**src/rtl/lfrsg_pkg.sv**
```systemverilog
// Types and constants of the LED fade ramp script generator.
// Used by the controller, the datapath and the top level; depends on nothing.
`timescale 1ns / 1ps

package lfrsg_pkg;

    // Script shape
    localparam int MAX_RAMPS  = 3;
    localparam int MAX_CHUNK  = 126;
    localparam int RAMP_LIMIT = (MAX_RAMPS < 3) ? MAX_RAMPS : 3;

    // Field widths
    localparam int LEVEL_W = 8;
    localparam int FADE_W  = 16;
    localparam int CHAN_W  = 2;
    localparam int POS_W   = 2;
    localparam int WORD_W  = 16;
    localparam int TICK_W  = 6;
    localparam int DEN_W   = 18;
    localparam int NUM_W   = 27;
    localparam int QBIT_W  = 3;

    // Input opcodes
    localparam logic OP_LEVEL = 1'b0;
    localparam logic OP_DONE  = 1'b1;

    // Output kinds
    localparam logic KIND_WORD  = 1'b0;
    localparam logic KIND_START = 1'b1;

    // Configuration register indexes
    localparam logic REG_FADE_MS = 1'b0;
    localparam logic REG_CHANNEL = 1'b1;

    // Script word fields
    localparam logic [WORD_W-1:0] END_WORD  = 16'hc000;
    localparam logic [WORD_W-1:0] KILL_BIT  = 16'h0800;
    localparam logic [WORD_W-1:0] SLOW_BIT  = 16'h4000;
    localparam logic [WORD_W-1:0] DOWN_BIT  = 16'h0080;
    localparam logic [TICK_W-1:0] TICK_MAX  = 6'd63;
    localparam logic [TICK_W-1:0] TICK_MIN  = 6'd1;

    // Divider choice: slow when duration / steps > 64, i.e. duration >= 65 * steps
    localparam logic [6:0] SLOW_LIMIT = 7'd65;
    // Tick rates 64 Hz (slow) and 2048 Hz (fast) as shifts
    localparam int SLOW_SHIFT = 6;
    localparam int FAST_SHIFT = 11;
    localparam logic [9:0] MS_PER_S = 10'd1000;

    localparam logic [CHAN_W-1:0] CHAN_RESET = 2'd1;

    typedef enum logic [2:0] {
        ST_IDLE,
        ST_EVAL,
        ST_SCALE,
        ST_SAT,
        ST_DIV,
        ST_RAMP,
        ST_END,
        ST_START
    } state_t;

    typedef struct packed {
        logic take_item;
        logic load_steps;
        logic scale;
        logic div_init;
        logic div_step;
        logic emit_ramp;
        logic emit_end;
        logic emit_start;
    } cmd_t;

    typedef struct packed {
        logic need_script;
        logic div_last;
        logic ramp_last;
        logic out_free;
    } status_t;

endpackage

```
**src/rtl/lfrsg_ctrl.sv**
```systemverilog
// Controller state machine of the LED fade ramp script generator.
// Depends on lfrsg_pkg; drives the datapath through cmd_t and reads status_t.
`timescale 1ns / 1ps

module lfrsg_ctrl (
    input  logic              clk,
    input  logic              rst_n,
    input  logic              in_valid,
    output logic              in_ready,
    input  lfrsg_pkg::status_t status,
    output lfrsg_pkg::cmd_t    cmd
);
    import lfrsg_pkg::*;

    state_t state_reg;
    state_t state_next;

    // State register
    always_ff @(posedge clk or negedge rst_n)
    begin
        if (!rst_n)
        begin
            state_reg <= ST_IDLE;
        end
        else
        begin
            state_reg <= state_next;
        end
    end

    // Next state and commands
    always_comb
    begin
        state_next = state_reg;
        cmd        = '0;
        in_ready   = 1'b0;
        unique case (state_reg)
            ST_IDLE:
            begin
                in_ready = 1'b1;
                if (in_valid)
                begin
                    cmd.take_item = 1'b1;
                    state_next    = ST_EVAL;
                end
            end
            ST_EVAL:
            begin
                if (status.need_script)
                begin
                    cmd.load_steps = 1'b1;
                    state_next     = ST_SCALE;
                end
                else
                begin
                    state_next = ST_IDLE;
                end
            end
            ST_SCALE:
            begin
                cmd.scale  = 1'b1;
                state_next = ST_SAT;
            end
            ST_SAT:
            begin
                cmd.div_init = 1'b1;
                state_next   = ST_DIV;
            end
            ST_DIV:
            begin
                cmd.div_step = 1'b1;
                if (status.div_last)
                begin
                    state_next = ST_RAMP;
                end
            end
            ST_RAMP:
            begin
                if (status.out_free)
                begin
                    cmd.emit_ramp = 1'b1;
                    if (status.ramp_last)
                    begin
                        state_next = ST_END;
                    end
                end
            end
            ST_END:
            begin
                if (status.out_free)
                begin
                    cmd.emit_end = 1'b1;
                    state_next   = ST_START;
                end
            end
            ST_START:
            begin
                if (status.out_free)
                begin
                    cmd.emit_start = 1'b1;
                    state_next     = ST_IDLE;
                end
            end
            default:
            begin
                state_next = ST_IDLE;
            end
        endcase
    end

endmodule

```
**src/rtl/lfrsg_dp.sv**
```systemverilog
// Datapath of the LED fade ramp script generator: level state, tick divider,
// ramp chunking and the output register. Depends on lfrsg_pkg.
`timescale 1ns / 1ps

module lfrsg_dp (
    input  logic                              clk,
    input  logic                              rst_n,
    input  lfrsg_pkg::cmd_t                   cmd,
    output lfrsg_pkg::status_t                status,
    input  logic                              in_opcode,
    input  logic [lfrsg_pkg::LEVEL_W-1:0]     in_level,
    input  logic                              cfg_we,
    input  logic                              cfg_sel,
    input  logic [lfrsg_pkg::FADE_W-1:0]      cfg_value,
    output logic                              out_valid,
    input  logic                              out_ready,
    output logic                              out_kind,
    output logic [lfrsg_pkg::CHAN_W-1:0]      out_channel,
    output logic [lfrsg_pkg::POS_W-1:0]       out_position,
    output logic [lfrsg_pkg::WORD_W-1:0]      out_word,
    output logic                              out_last
);
    import lfrsg_pkg::*;

    // Configuration and channel state
    logic [FADE_W-1:0]  fade_reg;
    logic [CHAN_W-1:0]  chan_reg;
    logic [LEVEL_W-1:0] current_reg;
    logic [LEVEL_W-1:0] wanted_reg;
    logic               busy_reg;

    // Script setup
    logic [LEVEL_W-1:0] steps_reg;
    logic [LEVEL_W-1:0] left_reg;
    logic               up_reg;
    logic               kill_reg;
    logic               slow_reg;
    logic [DEN_W-1:0]   den_reg;
    logic [NUM_W-1:0]   rem_reg;
    logic [NUM_W-1:0]   rem_next;
    logic [TICK_W-1:0]  q_reg;
    logic [TICK_W-1:0]  q_next;
    logic               sat_reg;
    logic [QBIT_W-1:0]  bit_reg;
    logic [POS_W-1:0]   pos_reg;

    // Output register
    logic               out_valid_reg;
    logic               out_kind_reg;
    logic [CHAN_W-1:0]  out_chan_reg;
    logic [POS_W-1:0]   out_pos_reg;
    logic [WORD_W-1:0]  out_word_reg;
    logic               out_last_reg;

    logic               out_free;
    logic [LEVEL_W-1:0] steps_abs;
    logic [NUM_W-1:0]   num_val;
    logic [NUM_W-1:0]   den_shift;
    logic [NUM_W-1:0]   den_sat;
    logic [TICK_W-1:0]  ticks;
    logic [LEVEL_W-1:0] chunk;
    logic [WORD_W-1:0]  ramp_word;
    logic [WORD_W-1:0]  end_word;

    assign out_free  = !out_valid_reg || out_ready;
    assign steps_abs = (wanted_reg > current_reg) ? (wanted_reg - current_reg)
                                                  : (current_reg - wanted_reg);

    // Scaled fade duration: hz * duration with hz a power of two
    assign num_val = slow_reg ? (NUM_W'(fade_reg) << SLOW_SHIFT)
                              : (NUM_W'(fade_reg) << FAST_SHIFT);
    assign den_sat   = NUM_W'(den_reg) << TICK_W;
    assign den_shift = NUM_W'(den_reg) << bit_reg;

    // One quotient bit per cycle, most significant first
    always_comb
    begin
        rem_next = rem_reg;
        q_next   = q_reg;
        if (rem_reg >= den_shift)
        begin
            rem_next        = rem_reg - den_shift;
            q_next[bit_reg] = 1'b1;
        end
    end

    // Clamp ticks per step to 1..63
    assign ticks = sat_reg ? TICK_MAX : ((q_reg == '0) ? TICK_MIN : q_reg);

    assign chunk = (left_reg < LEVEL_W'(MAX_CHUNK)) ? left_reg : LEVEL_W'(MAX_CHUNK);

    assign ramp_word = (slow_reg ? SLOW_BIT : '0)
                     | (WORD_W'(ticks) << 8)
                     | (up_reg ? '0 : DOWN_BIT)
                     | WORD_W'(chunk[6:0]);
    assign end_word  = END_WORD | (kill_reg ? KILL_BIT : '0);

    always_comb
    begin
        status.need_script = !busy_reg && (wanted_reg != current_reg);
        status.div_last    = (bit_reg == '0);
        status.ramp_last   = (left_reg == chunk) || (pos_reg == POS_W'(RAMP_LIMIT - 1));
        status.out_free    = out_free;
    end

    // Control state: configuration, levels and busy flag
    always_ff @(posedge clk or negedge rst_n)
    begin
        if (!rst_n)
        begin
            fade_reg    <= '0;
            chan_reg    <= CHAN_RESET;
            current_reg <= '0;
            wanted_reg  <= '0;
            busy_reg    <= 1'b0;
        end
        else
        begin
            if (cfg_we)
            begin
                unique case (cfg_sel)
                    REG_FADE_MS:   fade_reg <= cfg_value;
                    REG_CHANNEL:   chan_reg <= cfg_value[CHAN_W-1:0];
                    default:       fade_reg <= fade_reg;
                endcase
            end
            if (cmd.take_item)
            begin
                if (in_opcode == OP_LEVEL)
                begin
                    wanted_reg <= in_level;
                end
                else
                begin
                    busy_reg <= 1'b0;
                end
            end
            // Commit the new level and set the busy flag when the END word is issued
            if (cmd.emit_end)
            begin
                current_reg <= wanted_reg;
                busy_reg    <= 1'b1;
            end
        end
    end

    // Script setup and divider
    always_ff @(posedge clk)
    begin
        if (cmd.load_steps)
        begin
            steps_reg <= steps_abs;
            left_reg  <= steps_abs;
            up_reg    <= (wanted_reg > current_reg);
            kill_reg  <= (wanted_reg == '0);
            pos_reg   <= '0;
        end
        if (cmd.scale)
        begin
            slow_reg <= (fade_reg >= (FADE_W'(steps_reg) * FADE_W'(SLOW_LIMIT)));
            den_reg  <= DEN_W'(steps_reg) * DEN_W'(MS_PER_S);
        end
        if (cmd.div_init)
        begin
            rem_reg <= num_val;
            sat_reg <= (num_val >= den_sat);
            q_reg   <= '0;
            bit_reg <= QBIT_W'(TICK_W - 1);
        end
        if (cmd.div_step)
        begin
            rem_reg <= rem_next;
            q_reg   <= q_next;
            bit_reg <= bit_reg - 1'b1;
        end
        if (cmd.emit_ramp)
        begin
            left_reg <= left_reg - chunk;
            pos_reg  <= pos_reg + 1'b1;
        end
    end

    // Output valid flag
    always_ff @(posedge clk or negedge rst_n)
    begin
        if (!rst_n)
        begin
            out_valid_reg <= 1'b0;
        end
        else if (cmd.emit_ramp || cmd.emit_end || cmd.emit_start)
        begin
            out_valid_reg <= 1'b1;
        end
        else if (out_ready)
        begin
            out_valid_reg <= 1'b0;
        end
    end

    // Output payload
    always_ff @(posedge clk)
    begin
        if (cmd.emit_ramp || cmd.emit_end)
        begin
            out_kind_reg <= KIND_WORD;
            out_chan_reg <= chan_reg;
            out_pos_reg  <= pos_reg;
            out_word_reg <= cmd.emit_ramp ? ramp_word : end_word;
            out_last_reg <= 1'b0;
        end
        else if (cmd.emit_start)
        begin
            out_kind_reg <= KIND_START;
            out_chan_reg <= chan_reg;
            out_pos_reg  <= '0;
            out_word_reg <= '0;
            out_last_reg <= 1'b1;
        end
    end

    assign out_valid    = out_valid_reg;
    assign out_kind     = out_kind_reg;
    assign out_channel  = out_chan_reg;
    assign out_position = out_pos_reg;
    assign out_word     = out_word_reg;
    assign out_last     = out_last_reg;

endmodule

```
**src/rtl/led_fade_ramp_script_generator.sv**
```systemverilog
// LED fade ramp script generator for one PWM engine: a brightness request or an
// engine-finished event yields no transfer or 3..5 command transfers (one to three
// ramp words, an END word, a start command). After the accepting cycle a script is set
// up (evaluate, scale, saturation check, then a restoring divider that yields one
// ticks-per-step bit per cycle), then yields one result per cycle while the output
// side accepts. The output register lets the final start command wait while the next
// item is taken.
// Configuration writes are always accepted and must only occur while idle.
// Depends on lfrsg_pkg, lfrsg_ctrl and lfrsg_dp.
`timescale 1ns / 1ps

module led_fade_ramp_script_generator (
    input  logic        clk,
    input  logic        rst_n,
    // Input stream
    input  logic        s_tvalid,
    output logic        s_tready,
    input  logic [7:0]  s_tdata,   // [7:0] level
    input  logic        s_tuser,   // [0] opcode
    // Output stream
    output logic        m_tvalid,
    input  logic        m_tready,
    output logic [23:0] m_tdata,   // [1:0] channel, [3:2] position, [19:4] script_word
    output logic        m_tuser,   // [0] kind
    output logic        m_tlast,
    // Configuration write channel
    input  logic        cfg_valid,
    output logic        cfg_ready,
    input  logic        cfg_index,
    input  logic [15:0] cfg_data
);
    import lfrsg_pkg::*;

    cmd_t    cmd;
    status_t status;

    logic [CHAN_W-1:0] out_channel;
    logic [POS_W-1:0]  out_position;
    logic [WORD_W-1:0] out_word;

    assign cfg_ready = 1'b1;

    lfrsg_ctrl u_ctrl (
        .clk      (clk),
        .rst_n    (rst_n),
        .in_valid (s_tvalid),
        .in_ready (s_tready),
        .status   (status),
        .cmd      (cmd)
    );

    lfrsg_dp u_dp (
        .clk          (clk),
        .rst_n        (rst_n),
        .cmd          (cmd),
        .status       (status),
        .in_opcode    (s_tuser),
        .in_level     (s_tdata),
        .cfg_we       (cfg_valid),
        .cfg_sel      (cfg_index),
        .cfg_value    (cfg_data),
        .out_valid    (m_tvalid),
        .out_ready    (m_tready),
        .out_kind     (m_tuser),
        .out_channel  (out_channel),
        .out_position (out_position),
        .out_word     (out_word),
        .out_last     (m_tlast)
    );

    // Pack result fields, lowest first, padded to whole bytes
    assign m_tdata = {4'b0000, out_word, out_position, out_channel};

endmodule

```
**config.mk**
```make
export PLATFORM = sky130hd
export DESIGN_NAME = led_fade_ramp_script_generator
export DESIGN_NICKNAME = d
export VERILOG_FILES = /design/src/rtl/lfrsg_pkg.sv /design/src/rtl/lfrsg_ctrl.sv /design/src/rtl/lfrsg_dp.sv /design/src/rtl/led_fade_ramp_script_generator.sv
export SDC_FILE = /design/constraint.sdc
export NUM_CORES = 1
export LEC_CHECK = 0
export ABC_CLOCK_PERIOD_IN_PS = 14710
export BUFFER_PORTS_ARGS = -buffer_cell sky130_fd_sc_hd__buf_2
export CORE_MARGIN = 2
export CORE_UTILIZATION = 40
export DETAILED_ROUTE_END_ITERATION = 10
export SYNTH_ARGS = -nofsm -noshare
export SYNTH_HDL_FRONTEND = slang
export SYNTH_SLANG_ARGS = --single-unit
```
**constraint.sdc**
```tcl
create_clock -name clk -period 14.71 [get_ports clk]
set_clock_uncertainty 0.1 [all_clocks]
set_input_delay 1.471 -clock clk [delete_from_list [all_inputs] [get_ports clk]]
set_output_delay 1.471 -clock clk [all_outputs]
set_load 0.01 [all_outputs]
```
; Yosys cells after proc, flatten, opt, wreduce, memory -nomap -nowiden
; Index checks and enable logic that the tools add are counted.
; W data, S select, Z words.
[totals]
ff_bits = 133
inputBits = 31
out_inout_bits = 29
word_cells = 139
[op_classes]
n_addsub = 6
multipliers = 2
order_cmp = 7
eq_ne = 17
shifts = 1
n_mux = 54
bitwise_logic = 6
n_reduce_logical = 24
[ops]
columns = op, n
row1 = $mux W27, 4
row2 = $mux W16, 3
row3 = $mux W8, 5
row4 = $mul A8 B7 Y15 const B, 2
row5 = $mux W6, 5
row6 = $ge A27 B24 Y1, 1
row7 = $ge A27 B27 Y1, 1
row8 = $shl A18 B3 Y27, 1
row9 = $sub A27 B27 Y27, 1
row10 = $mux W3, 8
row11 = $pmux W3 S8, 1
row12 = $sub A8 B8 Y8, 3
row13 = $mux W1, 18
row14 = $ge A16 B15 Y1, 1
row15 = $or A16 B14 Y16, 1
row16 = $or A16 B16 Y16, 1
row17 = $or A16 B7 Y16, 1
row18 = $mux W15, 1
row19 = $mux W2, 7
row20 = $eq A3 B3 Y1 const B, 4
row21 = $mux W12, 1
row22 = $reduce_bool A2 Y1, 6
row23 = $reduce_and A2 Y1, 5
row24 = $eq A8 B8 Y1, 1
row25 = other kinds (22), 35

; Depth between registers and ports, before layout
; Gate-level depths: netlist (run 1).
[logic_depth]
word_depth = 8
mapped_depth = 15
ltp_nobuf = 14

; Hierarchy
; Synthesis (run 1) repeated with hierarchy kept, for this count alone.
[hier_totals]
cells_unflattened = 1030
hier_area_um2 = 10128.5
[by_module_without_submodules]
columns = module, n_inst, cells_each, area_each_um2, seq_area_each_um2
row1 = lfrsg_dp, 1, 993, 9836.9, 3624.7
row2 = lfrsg_ctrl, 1, 30, 246.5, 75.1
row3 = led_fade_ramp_script_generator, 1, 7, 45.0, 0.0

; Worst setup path before layout (run 1)
; OpenSTA, ideal clock, no wires.
[synth_path]
kind = reg2reg
start = register u_dp.bit_reg[0]
end = register u_dp.q_reg[0] (enable)
setup_ns = 0.431
arrival_ns = 4.462
required_time_ns = 14.179
slack_ns = 9.717
path_stages_with_launch = 14
path_buffers = 2
synth_period_minus_slack_ns = 4.993
path_cell_list = edfxtp_1 clkbuf_1 buf_1 mux2i_1 a21oi_1 mux2i_1 ha_1 nand2_1 nor2_1 a22oi_1 o211a_1 o21ai_1 a31oi_1 o221ai_1
[synth_between]
elab_chain_len = 4
[synth_lines]
columns = element, line_no
row1 = "start, declared", lfrsg_dp.sv:44  ; logic [QBIT_W-1:0] bit_reg;
row2 = "start signal, assigned", lfrsg_dp.sv:168  ; bit_reg <= QBIT_W'(TICK_W - 1);
row3 = "start signal, assigned", lfrsg_dp.sv:174  ; bit_reg <= bit_reg - 1'b1;
row4 = $shl A18 B3 Y27, lfrsg_dp.sv:73  ; assign den_shift = NUM_W'(den_reg) << bit_reg;
row5 = $ge A27 B27 Y1, lfrsg_dp.sv:80  ; if (rem_reg >= den_shift)
row6 = $ne A2 B1 Y1 (no line), --
row7 = $reduce_and A2 Y1 (no line), --
row8 = "end signal, assigned", lfrsg_dp.sv:173  ; q_reg <= q_next;
row9 = "end, declared", lfrsg_dp.sv:41  ; logic [TICK_W-1:0] q_reg;
; Every way passes these cells.
; A chain may end at the register's enable or synchronous reset.

; Final worst setup path (run 1)
[layout_path]
start = register u_dp.steps_reg[0]
end = register u_dp.den_reg[16], data pin
[layout_between]
elab_chain_len = 1
[layout_lines]
columns = element, line_no
row1 = "start, declared", lfrsg_dp.sv:33  ; logic [LEVEL_W-1:0] steps_reg;
row2 = "start signal, assigned", lfrsg_dp.sv:152  ; steps_reg <= steps_abs;
row3 = $mul A8 B7 Y15, lfrsg_dp.sv:161  ; den_reg <= DEN_W'(steps_reg) * DEN_W'(MS_PER_S);
row4 = "end signal, assigned", lfrsg_dp.sv:161
row5 = "end, declared", lfrsg_dp.sv:38  ; logic [DEN_W-1:0] den_reg;
; Every way passes these cells.

==> results list, run 1 <==
- The flow ran to the end, and the final reports show no timing, DRC or antenna violations.
- STA classifies the critical path startpoint as a flop.
- Detailed-routing iteration count for the pre-antenna-repair pass: 5
* Top achievable clock speed: 213 MHz
- Vias: around 7,600
- Setup repair after global routing left no endpoint under its margin.
- STA classifies the critical path endpoint as a flop.
- Once the clock tree was built, the setup fixing pass inserted 0 buffers.
- Grouping stages by cell kind, the critical path spends the most delay in adder cells.
- The path class of the tightest hold or removal check is reg2reg.
- Slew at the pin closest to its max-slew limit: 1.09 ns
- The worst path needs 4.70 ns of the cycle, external delays included.
- Post-Syn Area per Cell: about 9.8 sq um
- Number of vias per cell after detailed routing: 5.41
* # port buffers: 54
* Worst Path Class, Setup: reg2reg
* Die height: 162 microns
* End of the worst register-to-register path: u_dp.den_reg[16]
- Met3 usage: 0.0288
- For this run, the register share of the synthesized area comes to 0.369.
* Initial drt markers: 541
* Count of pins over their slew limit: 0
- Final setup TNS: 0 ns
- Number of library cell types mapped by synthesis: 76
- CTS saw 130 sinks.
- The detail route stage leaves a number of antenna-violating nets equal to 0.
- Cells after Synth: 1,022
* Global-route wire length before repair: 38,700 microns
- The register with the most flip-flops in the layout has 24 of them.
- Hold-critical path depth: 2
- The clock tree synthesis step divided the H-tree into 4 levels.
- Inst Count DP: 1,365
- Dominant cells by area after synthesis: sky130_fd_sc_hd__edfxtp_1 (27%), sky130_fd_sc_hd__ha_1 (14%), sky130_fd_sc_hd__dfrtp_1 (9.5%)
- FF-to-FF setup slack: 10.01 ns
* Antenna violations before repair: 0
- Beginning of the worst register-to-register path: u_dp.steps_reg[0]
- Busiest layer in global routing: met2
- Final net count: 1,231
- Maximum number of pins on one net before global-route repair: 40
- Vias in the first global route: 7,234
* Post-CTS Hold Buffers: 0
* Required time of the critical path: roughly 15 ns
* Series of cell instances along the critical path: fa_1 > xor2_1 > ha_1 > inv_1 > fa_1 > fa_1 > inv_1 > ha_1 > a21oi_1 > o21bai_1 > a2111oi_0 > o31ai_1 > a21oi_1 > xnor2_1
- Crit-path slowest cell: sky130_fd_sc_hd__fa_1
- After detailed routing, the number of remaining DRC violations is 0.
* Met2 Use GR: 0.296
- Initial core utilization: 0.410
- Die Outline Area: roughly 26,000 sq um
- Area leader, netlist: sky130_fd_sc_hd__edfxtp_1
- The cell that appears most often on the critical path is sky130_fd_sc_hd__fa_1.
* Horizontal die dimension: 162 microns
- Number of buffers created by CTS: 17
* Number of cells on the worst reg-to-reg path: 14
* Number of fill cells in the layout: 2,367
* Summed instance area of the synthesized netlist: around 10,000 sq um
- Cell chosen for the clock root: sky130_fd_sc_hd__clkbuf_16
* Avg WL per Cell: 17.3 microns
* Clock tree buffer depth: 2
- Of all nets on the critical path, the largest fanout is 8.
* Relative slew slack: 0.276
* Number of enable-type register cells in the synthesized netlist: 90
* Arrival time at the worst endpoint: 4.76 ns
* Clk slew on worst S/H paths: roughly 0.060 ns
- For this run, the leading register cell type out of synthesis is sky130_fd_sc_hd__edfxtp_1.
* Crit path buffers/inverters: 2
* Flip-flop and latch count after synthesis: 130
* Top Ports: 60
- At the later pin of the worst-skew pair, clock insertion delay measures ~0.42 ns.
* Total core area: 24,500 sq um
* Max-cap violations: 0
- In this run the core area contains 57 standard-cell rows.
- WHS Endpoint: u_dp.current_reg[6]
* Max stage delay on crit path: 0.66 ns
- Area overhead of the layout relative to synthesis: 11.2%
* Final Hold Violating Endpoints: 0
- The total overflow left after global routing is 0.
* Post-synth ARST share: 0.300
- Dividing the final minimum period by the clock period gives 0.319.
* Share of Yosys cell area claimed by the top area cell type: 0.269
- The Yosys step of the flow raised 0 warnings.
* Antenna Diode Count: 0
* Worst hold start: u_dp.current_reg[6]
* Fraction of met1 tracks used by global routing: 0.265
* Global-route usage over all layers: 0.187
- Final Instance Count excl. Fillers: 1,397
- Summed over all nets, the half-perimeter wirelength after detailed placement is 18,500 microns.
* CTS-repair resized insts: 0
- Setup violations remaining at the end of the flow were counted as 0.
* CTS tree: built
- The final layout contains routed wiring with a total length of 24,100 microns.
- Layout cells sized above 1: 0.131
- Placer's final routability congestion estimate: 0.864
## kinds of logic (layout without fill, tap and decap cells)
logic type                 after synthesis  count (layout)  synth area share
and+or+nand+nor                        283             283             0.132
other                                    2               5          0.000748
xor gates and xnor gates                46              46            0.0401
muxes                                   55              55            0.0636
AOI/OAI and AO/OA                      232             232             0.149
adders and majority gates              140             140             0.192
buffers and inverters                  134             182            0.0537
DFF                                    130             130             0.369
## metrics by stage
step	utilization	instance area (sq um)	setup slack, ns	hold slack [ns]
5_1_grt	0.456	11200	9.73	0.436
3_3_place_gp	0.433	10600	10.14	0.395
3_5_place_dp	0.433	10600	10.0	0.401
6_report	0.456	11200	10.01	0.410
4_1_cts	0.456	11200	9.99	0.415
2_1_floorplan	-	10000	9.72	0.319
## routing by layer
| layer | share of wire | vias up |
|---|---|---|
| li1 | - | 3742 |
| met1 | 0.49 | 3641 |
| met2 | 0.46 | 151 |
| met3 | 0.033 | 28 |
| met4 | 0.020 | 0 |
| met5 | 0 | - |
## synth_stat cells, types with 5 or more instances
cell type	count
sky130_fd_sc_hd__ha_1	116
sky130_fd_sc_hd__edfxtp_1	90
sky130_fd_sc_hd__nand2_1	87
sky130_fd_sc_hd__inv_1	85
sky130_fd_sc_hd__nor2_1	81
sky130_fd_sc_hd__a21oi_1	68
sky130_fd_sc_hd__o21ai_0	46
sky130_fd_sc_hd__dfrtp_1	38
sky130_fd_sc_hd__xnor2_1	33
sky130_fd_sc_hd__mux2_2	30
sky130_fd_sc_hd__clkbuf_1	26
sky130_fd_sc_hd__fa_1	24
sky130_fd_sc_hd__a21o_1	21
sky130_fd_sc_hd__mux2i_1	21
sky130_fd_sc_hd__nand3_1	19
sky130_fd_sc_hd__nand4_1	17
sky130_fd_sc_hd__nand2b_1	14
sky130_fd_sc_hd__nor3_1	14
sky130_fd_sc_hd__xor2_1	13
sky130_fd_sc_hd__a31oi_1	12
sky130_fd_sc_hd__nor2b_1	12
sky130_fd_sc_hd__and3_1	10
sky130_fd_sc_hd__buf_1	9
sky130_fd_sc_hd__a211oi_1	8
sky130_fd_sc_hd__o21a_1	8
sky130_fd_sc_hd__o21ai_1	8
sky130_fd_sc_hd__o211ai_1	7
sky130_fd_sc_hd__buf_4	6
sky130_fd_sc_hd__o211a_1	6
sky130_fd_sc_hd__or3_1	6
sky130_fd_sc_hd__nor4_1	5
sky130_fd_sc_hd__o21bai_1	5
## area by class of cell
type                            count  area (sq um)  share of cell area
Clock inverter                      9          67.6             0.00605
Inverter                           89           337              0.0302
Timing Repair Buffer               61           323              0.0289
Clock buffer                       23           499              0.0447
Sequential cell                   130          3700               0.331
Tap cell                          324           405              0.0363
Multi-Input combinational cell    761          5830               0.522
## how the worst max path moves through the flow
stage / startpoint / to / slack, ns / cells past startpoint
floorplan: u_dp.bit_reg[0] / u_dp.q_reg[0] / 9.72 / 13
global placement: u_dp.steps_reg[0] / u_dp.den_reg[16] / 10.14 / 14
detailed placement: u_dp.steps_reg[1] / u_dp.den_reg[16] / 10.0 / 14
CTS: u_dp.steps_reg[1] / u_dp.den_reg[16] / 9.99 / 14
global route: u_dp.steps_reg[1] / u_dp.den_reg[16] / 9.73 / 14
finish: u_dp.steps_reg[0] / u_dp.den_reg[16] / 10.01 / 14
## tightest hold or removal path, cell delays in order, from the launching register on
cell	delay, ns
sky130_fd_sc_hd__dfrtp_1	0.36
sky130_fd_sc_hd__nand2_1	0.05
sky130_fd_sc_hd__o21ai_0	0.06
## cells in the final DEF (no fill, tap or decap), types with 19 or more instances in the layout
cell type	netlist	final
sky130_fd_sc_hd__a21o_1	21	21
sky130_fd_sc_hd__a21oi_1	68	68
sky130_fd_sc_hd__buf_2	3	54
sky130_fd_sc_hd__dfrtp_1	38	38
sky130_fd_sc_hd__edfxtp_1	90	90
sky130_fd_sc_hd__fa_1	24	24
sky130_fd_sc_hd__ha_1	116	116
sky130_fd_sc_hd__inv_1	85	85
sky130_fd_sc_hd__mux2_2	30	30
sky130_fd_sc_hd__mux2i_1	21	21
sky130_fd_sc_hd__nand2_1	87	87
sky130_fd_sc_hd__nand3_1	19	19
sky130_fd_sc_hd__nor2_1	81	80
sky130_fd_sc_hd__o21ai_0	46	46
sky130_fd_sc_hd__xnor2_1	33	33
Power of run 1 is left out: the tool's default activity adds up to more than one toggle a clock period on the data nets, which glitch-free logic cannot reach.
==> run 2, diff against run 1 <==
--- a/config.mk
+++ b/config.mk
@@ -5,7 +5,8 @@
 export SDC_FILE = /design/constraint.sdc
 export NUM_CORES = 1
 export LEC_CHECK = 0
-export ABC_CLOCK_PERIOD_IN_PS = 14710
+export ABC_AREA = 1
+export ABC_CLOCK_PERIOD_IN_PS = 4550
 export BUFFER_PORTS_ARGS = -buffer_cell sky130_fd_sc_hd__buf_2
 export CORE_MARGIN = 2
 export CORE_UTILIZATION = 40
==> constraint.sdc (replaced) <==
create_clock -name clk -period 4.55 [get_ports clk]
set_clock_uncertainty 0.1 [all_clocks]
set_input_delay 0.455 -clock clk [delete_from_list [all_inputs] [get_ports clk]]
set_output_delay 0.455 -clock clk [all_outputs]
set_load 0.01 [all_outputs]
==> results list, run 2 <==
- Vias: 9,005 (+19%)
- Crit path buffers/inverters: 3 (+1)
- Cell types with the highest counts after synthesis: sky130_fd_sc_hd__nand2_1 (423), sky130_fd_sc_hd__inv_1 (241), sky130_fd_sc_hd__ha_1 (116), sky130_fd_sc_hd__nor2_1 (91), sky130_fd_sc_hd__edfxtp_1 (90)
- Post-route minimum period: 4.19 ns (-0.508 ns)
* Leading cell types in the layout, fill and taps excluded: sky130_fd_sc_hd__nand2_1 (423), sky130_fd_sc_hd__inv_1 (241), sky130_fd_sc_hd__ha_1 (116), sky130_fd_sc_hd__nor2_1 (90), sky130_fd_sc_hd__edfxtp_1 (90)
- Relative to the synthesized area, the layout overhead comes to 10.6%.
- Setup repair after global routing left no endpoint under its margin.
* Number of buffers created by CTS: 17 (unchanged)
* Summed instance area of the synthesized netlist: 11,000 sq um (+9.5%)
* Sinks on the clock net: 130 (unchanged)
* Antenna Diode Count: 0 (unchanged)
- The async set-reset flop share out of synthesis is 0.300 (unchanged).
- The count of final max-slew check failures is 0 (unchanged).
- The share of Yosys cell area claimed by the top area cell type was 0.246 (-0.0234).
- Max-cap violations: 0 (unchanged)
- The stage delay of the slowest cell on the critical path is 0.62 ns (-0.04 ns).
- The register area came to 3700 sq um (unchanged).
- H-Tree Level Count: 4 (unchanged)
- The number of port buffers came to 54 (unchanged).
* Drt drc: 0 (unchanged)
- Of all cell types, the one taking the most synthesized area is sky130_fd_sc_hd__edfxtp_1.
* Number of buffers added for setup after CTS: 0 (unchanged)
- Sequential share of the synthesized area: 0.337 (-0.0320)
- The worst slack at placement was 0.379 ns (-9.62 ns).
- Antenna violation net count after detailed routing: 0 (unchanged)
- Cell chosen for the clock root: sky130_fd_sc_hd__clkbuf_16
- The final RePlAce weighted congestion came to 0.903 (+4.5%).
- Top Ports: 60 (unchanged)
- In this run the critical register-to-register path is launched from u_dp.steps_reg[1].
- Arrival time at the worst endpoint: 4.26 ns (-0.50 ns)
- Clock tree buffer depth: 2 (unchanged)
- The setup TNS is 0 ns (unchanged).
- Total of warnings raised by yosys: 0 (unchanged)
- Crit path max-delay family: adder cells
- Classification of the worst-slack hold path: in2async
- Worst Path Class, Setup: reg2reg
* Number of vias per cell after detailed routing: 4.90 (-9.4%)
* Top fanout value on the critical path: 8 (unchanged)
- The number of cell instances on the worst register-to-register path was 14 (unchanged).
- The flip-flop and latch count after synthesis was 130 (unchanged).
- Fin worst setup slack: 0.361 ns (-9.65 ns)
- The multi-input logic area came to 6160 sq um (+5.7%).
- The initial standard-cell utilization of the core came to 0.408 (-0.00247).
- End of the worst register-to-register path: u_dp.den_reg[14]
- Die height: 170 microns (+4.5%)
- The remaining global-route overflow is 0 (unchanged).
- DP HPWL: 21,800 microns (+18%)
* CP Launch Point: u_dp.steps_reg[1]
* Cells after Synth: 1,432 (+40%)
- Final Routed Wirelength: 26,700 microns (+11%)
* Required time of the critical path: 4.62 ns (-10.16 ns)
* Horizontal die dimension: 170 microns (+4.5%)
* Primary FF master, synth: sky130_fd_sc_hd__edfxtp_1
- Post-CTS Hold Buffers: 0 (unchanged)
* Number of enable-type register cells in the synthesized netlist: 90 (unchanged)
- Most frequent cell after synthesis: sky130_fd_sc_hd__nand2_1
- The insertion delay to the later sink of the worst-skew pair was 0.43 ns (about the same).
* Top achievable clock speed: 239 MHz (+12%)
- Number of core rows: 60 (+5.3%)
- The wire length of the first global-routing pass was 43,400 microns (+12%).
* CTS-repair resized insts: 0 (unchanged)
- The fraction of the cycle the final worst path needs is 0.921 (+0.601).
* Initial drt markers: 523 (-3.3%)
- The number of filler instances in the final layout is 2,707 (+14%).
- Final Hold Violating Endpoints: 0 (unchanged)
* Post-Syn Area per Cell: 7.68 sq um (-22%)
- The signal on the critical path passes through fa_1 > xor2_1 > ha_1 > inv_1 > fa_1 > fa_1 > inv_1 > ha_1 > inv_1 > o21ai_0 > nand3_1 > nand3_1 > a21oi_1 > xnor2_1.
* Detailed-routing iteration count for the pre-antenna-repair pass: 5 (unchanged)
* Total core area: 27,000 sq um (+10%)
- Relative slew slack: 0.358 (+0.0817)
* Number of flip-flops under the largest register name: 24 (unchanged)
- The total number of nets in the final design came to 1,654 (+34%).
- Global-route usage over all layers: 0.192 (+0.00487)
- Crit path launch type: flop
- The setup slack of the worst register-to-register path was 0.36 ns (-9.65 ns).
- Most common cell after layout, fill and taps aside: sky130_fd_sc_hd__nand2_1
- The worst setup path is captured at a flop.
* CTS tree: built
- Clk slew on worst S/H paths: 0.06 ns (about the same)
* Antenna violations before repair: 0 (unchanged)
- The unique cell type count in the Yosys netlist came to 54 (-29%).
- On the critical path, the stage with the largest delay is an instance of sky130_fd_sc_hd__fa_1.
* Outcome: completed
- Maximum number of pins on one net before global-route repair: 40 (unchanged)
* Total of endpoints with negative setup slack in the final report: 0 (unchanged)
* Vias in the first global route: 8,787 (+21%)
* Dominant cells by area after synthesis: sky130_fd_sc_hd__edfxtp_1 (25%), sky130_fd_sc_hd__nand2_1 (14%), sky130_fd_sc_hd__ha_1 (13%)
- The area of the die is 28,800 sq um (+9.3%).
- Avg WL per Cell: 14.6 microns (-16%)
* Slew at the pin closest to its max-slew limit: 0.964 ns (-0.122 ns)
- The fraction of final layout cells sized beyond drive strength 1 is 0.0949 (-0.0365).
[run 2: changes by cell type in the layout (fill, tap and decap cells not counted), moves of 10 or more]
cell	before	now
sky130_fd_sc_hd__nand3_1	19	72
sky130_fd_sc_hd__o21ai_0	46	80
sky130_fd_sc_hd__mux2_2	30	10
sky130_fd_sc_hd__nor2b_1	12	0
sky130_fd_sc_hd__mux2i_1	21	6
sky130_fd_sc_hd__nand2b_1	14	1
sky130_fd_sc_hd__xor2_1	13	24
sky130_fd_sc_hd__a21oi_1	68	53
sky130_fd_sc_hd__nand2_1	87	423
sky130_fd_sc_hd__nor2_1	80	90
sky130_fd_sc_hd__a21o_1	21	4
sky130_fd_sc_hd__xnor2_1	33	12
sky130_fd_sc_hd__inv_1	85	241
[run 2: how the worst max path moves through the flow]
stage / to / slack, ns / depth (start not counted)
after floorplan: u_dp.den_reg[15] / 0.61 / 14
after global placement: u_dp.den_reg[15] / 0.41 / 14
after detailed placement: u_dp.den_reg[15] / 0.38 / 14
after CTS: u_dp.den_reg[15] / 0.38 / 14
after global routing: u_dp.den_reg[14] / 0.09 / 14
final: u_dp.den_reg[14] / 0.36 / 14
[run 2: layout make-up]
type | count | share of cell area
inverters | 250 | 0.0776
clock buffers | 19 | 0.0364
clock inverters | 13 | 0.0110
repair buffers | 62 | 0.0282
flip-flops and latches | 130 | 0.304
multi-input cells | 1022 | 0.507
well taps | 341 | 0.0351
[run 2: logic make-up after synthesis]
group	Yosys count	share of synthesized area
compound gates	180	0.0903
xor+xnor	36	0.0287
fa+ha+maj	140	0.176
buf+inv	283	0.104
flops	130	0.337
mux	16	0.0157
other cells	2	0.000683
simple gates	645	0.248
[run 2: stage by stage]
step	cell area, sq um	instances	hold slack [ns]	utilization
2_1_floorplan	11000	1435	0.0594	-
3_3_place_gp	11600	1805	0.331	0.430
3_5_place_dp	11600	1805	0.344	0.430
4_1_cts	12200	1837	0.103	0.451
5_1_grt	12200	1837	0.128	0.451
6_report	12200	1837	0.0613	0.451
[run 2: worst register-to-register path, delay by kind of cell, from the launching register on]
family | cells | cell delay [ns]
AND/OR/NAND/NOR | 2 | 0.28
buffers and inverters | 3 | 0.20
AO/OA/AOI/OAI | 2 | 0.34
XOR/XNOR | 2 | 0.29
flip-flops | 1 | 0.54
adder cells (fa/ha/maj) | 5 | 2.17
[run 2: metal layers]
| layer | part of all wire | vias up | wire length, microns | track usage |
|---|---|---|---|---|
| li1 | - | 4707 | - | - |
| met3 | 0.029 | 28 | 787 | 0.0259 |
| met2 | 0.47 | 155 | 12500 | 0.322 |
| met5 | 0 | - | 0 | 0 |
| met1 | 0.48 | 4115 | 13000 | 0.261 |
| met4 | 0.017 | 0 | 462 | 0.0557 |
Power of run 2 is left out for the same reason.
==> run 3, diff against run 2 <==
--- a/config.mk
+++ b/config.mk
@@ -11,6 +11,7 @@
 export CORE_MARGIN = 2
 export CORE_UTILIZATION = 40
 export DETAILED_ROUTE_END_ITERATION = 10
+export PLACE_DENSITY_LB_ADDON = 0.12
 export SYNTH_ARGS = -nofsm -noshare
 export SYNTH_HDL_FRONTEND = slang
 export SYNTH_SLANG_ARGS = --single-unit
==> constraint.sdc (replaced) <==
create_clock -name clk -period 4.55 [get_ports clk]
set_clock_uncertainty 0.1 [all_clocks]
set_input_delay 0.455 -clock clk [delete_from_list [all_inputs] [get_ports clk]]
set_output_delay 0.455 -clock clk [all_outputs]
set_load 0.1 [all_outputs]
==> results list, run 3 (synthesis results as in run 2) <==
- The fraction of the cycle the final worst path needs came to 0.929 (+0.00830).
* Number of flip-flops under the largest register name: 24 (unchanged)
* Number of fill cells in the layout: 2,711 (+0.15%)
- Count of pins over their slew limit: 0 (unchanged)
- Number of buffers added for setup after CTS: 0 (unchanged)
- Clk Latency, worst-skew pair: 0.43 ns (about the same)
- The number of inserted diodes is 0 (unchanged).
- Die height: 170 microns (unchanged)
- Total of endpoints with negative setup slack in the final report: 0 (unchanged)
- The overall routed net length is 27,900 microns (+4.5%).
- Slew at the pin closest to its max-slew limit: 1.10 ns (+0.132 ns)
* Top achievable clock speed: 237 MHz (-0.89%)
- The total of max-cap violations came to 0 (unchanged).
* Drt drc: 0 (unchanged)
* Placer's final routability congestion estimate: 0.891 (-1.3%)
* Arrival time at the worst endpoint: 4.29 ns (+0.03 ns)
* Relative slew slack: 0.269 (-0.0891)
* Sinks on the clock net: 130 (unchanged)
- The worst register-to-register path begins at u_dp.steps_reg[1].
- Crit-path slowest cell: sky130_fd_sc_hd__fa_1
- Layout cells sized above 1: 0.0969 (+0.00201)
- TritonCTS built the clock tree.
- Clk slew on worst S/H paths: 0.07 ns (about the same)
- The initial antenna violation count is 0 (unchanged).
* Antenna violation net count after detailed routing: 0 (unchanged)
- The maximum fanout encountered on the critical timing path came to 8 (unchanged).
- Worst Path Class, Setup: reg2reg
- FF-to-FF setup slack: 0.32 ns (-0.04 ns)
* Grt ovf: 0 (unchanged)
* Crit path launch type: flop
* Clock tree buffer depth: 2 (unchanged)
- Maximum number of pins on one net before global-route repair: 40 (unchanged)
* Final setup TNS: 0 ns (unchanged)
- # port buffers: 54 (unchanged)
* Initial drt markers: 356 (-32%)
- Vias: 9,094 (+0.99%)
- Vias in the first global route: 8,764 (-0.26%)
* Detailed-routing iteration count for the pre-antenna-repair pass: 5 (unchanged)
- Element type at the critical path end: flop
- The run finished with clean final reports.
- Most common cell after layout, fill and taps aside: sky130_fd_sc_hd__nand2_1
* Area overhead of the layout relative to synthesis: 10.4%
* Final Instance Count excl. Fillers: 1,837 (unchanged)
- Max stage delay on crit path: 0.59 ns (-0.03 ns)
- The wire length per cell after detailed routing was 15.2 microns (+4.5%).
* Number of cells on the worst reg-to-reg path: 14 (unchanged)
- Post-route minimum period: 4.23 ns (+0.0378 ns)
- The path class of the tightest hold or removal check is in2async.
- Setup repair after global routing left no endpoint under its margin.
* Top Ports: 60 (unchanged)
- The number of buffers inserted for hold repair after clock tree synthesis is 0 (unchanged).
* Horizontal die dimension: 170 microns (unchanged)
- The tree is rooted in a sky130_fd_sc_hd__clkbuf_16.
- The via-per-instance ratio came to 4.95 (+0.99%).
- The half-perimeter wire length after placement came to 22,900 microns (+5.1%).
* Die Outline Area: 28,800 sq um (unchanged)
- The data required time of the worst path is 4.62 ns (about the same).
- Final net count: 1,654 (unchanged)
- The TritonCTS buffer count came to 17 (unchanged).
- The wire length of the first global-routing pass was 45,100 microns (+3.8%).
- The signal on the critical path passes through fa_1 > inv_1 > fa_1 > fa_1 > fa_1 > inv_1 > ha_1 > inv_1 > o21ai_0 > a21oi_1 > nand2_1 > nand3_1 > nand2_1 > xor2_1.
- The total track usage came to 0.201 (+0.00914).
* Initial core utilization: 0.408 (unchanged)
* Number of core rows: 60 (unchanged)
- Total core area: 27,000 sq um (unchanged)
- Counting stages on the worst path, the most repeated cell is sky130_fd_sc_hd__fa_1.
- The library cells used most frequently in the layout, excluding fill and tap cells, are sky130_fd_sc_hd__nand2_1 (423), sky130_fd_sc_hd__inv_1 (241), sky130_fd_sc_hd__ha_1 (116), sky130_fd_sc_hd__nor2_1 (90), sky130_fd_sc_hd__edfxtp_1 (90).
* Final Hold Violating Endpoints: 0 (unchanged)
- H-Tree Level Count: 4 (unchanged)
- Inst Count DP: 1,805 (unchanged)
* CTS-repair resized insts: 0 (unchanged)
- End of the worst register-to-register path: u_dp.den_reg[15]
## run 3: cell count changes in the layout (fill, tap and decap cells not counted), moves of 2 or more
cell and delta:
sky130_fd_sc_hd__inv_6 +5, sky130_fd_sc_hd__inv_8 +3, sky130_fd_sc_hd__bufinv_16 -2, sky130_fd_sc_hd__clkinv_1 -2, sky130_fd_sc_hd__clkinv_2 -2
## run 3: area by class of cell
| type | instances | area [sq um] | area share |
|---|---|---|---|
| inverters | 250 | 943 | 0.0777 |
| well taps | 341 | 427 | 0.0352 |
| clock inverters | 15 | 135 | 0.0111 |
| repair buffers | 62 | 343 | 0.0282 |
| clock buffers | 17 | 425 | 0.0350 |
| flip-flops and latches | 130 | 3700 | 0.305 |
| multi-input cells | 1022 | 6160 | 0.508 |
## run 3: per-layer routing
layer	global-route usage	vias up	wire [microns]
li1	-	4706	-
met2	0.329	144	12900
met3	0.0266	36	767
met4	0.0650	0	656
met1	0.277	4208	13600
met5	0	-	0
## run 3: worst max-delay path by stage
stage	cells past startpoint	endpoint	slack [ns]	from
after global routing	14	u_dp.den_reg[15]	0.06	u_dp.steps_reg[1]
after global placement	14	u_dp.den_reg[15]	0.38	u_dp.steps_reg[1]
after CTS	14	u_dp.den_reg[15]	0.30	u_dp.steps_reg[1]
after floorplan	14	u_dp.den_reg[15]	0.61	u_dp.steps_reg[1]
final	14	u_dp.den_reg[15]	0.32	u_dp.steps_reg[1]
after detailed placement	14	u_dp.den_reg[15]	0.29	u_dp.steps_reg[1]
## run 3: stage by stage
stage	instance area, sq um	hold WS [ns]	util	setup WS (ns)
after global placement	11600	0.330	0.430	0.378
after global routing	12100	0.128	0.450	0.0552
after detailed placement	11600	0.360	0.430	0.295
after CTS	12100	0.0923	0.450	0.299
after floorplan	11000	0.0594	-	0.608
final	12100	0.0575	0.450	0.323
## run 3: critical path, delay by kind of cell, from the launching register on
kind,cells,cell delay [ns]
buffers and inverters,3,0.22
xor gates and xnor gates,1,0.14
adders and majority gates,5,2.39
and+or+nand+nor,3,0.25
AOI/OAI and AO/OA,2,0.31
DFF,1,0.56
Power of run 3 is left out for the same reason.
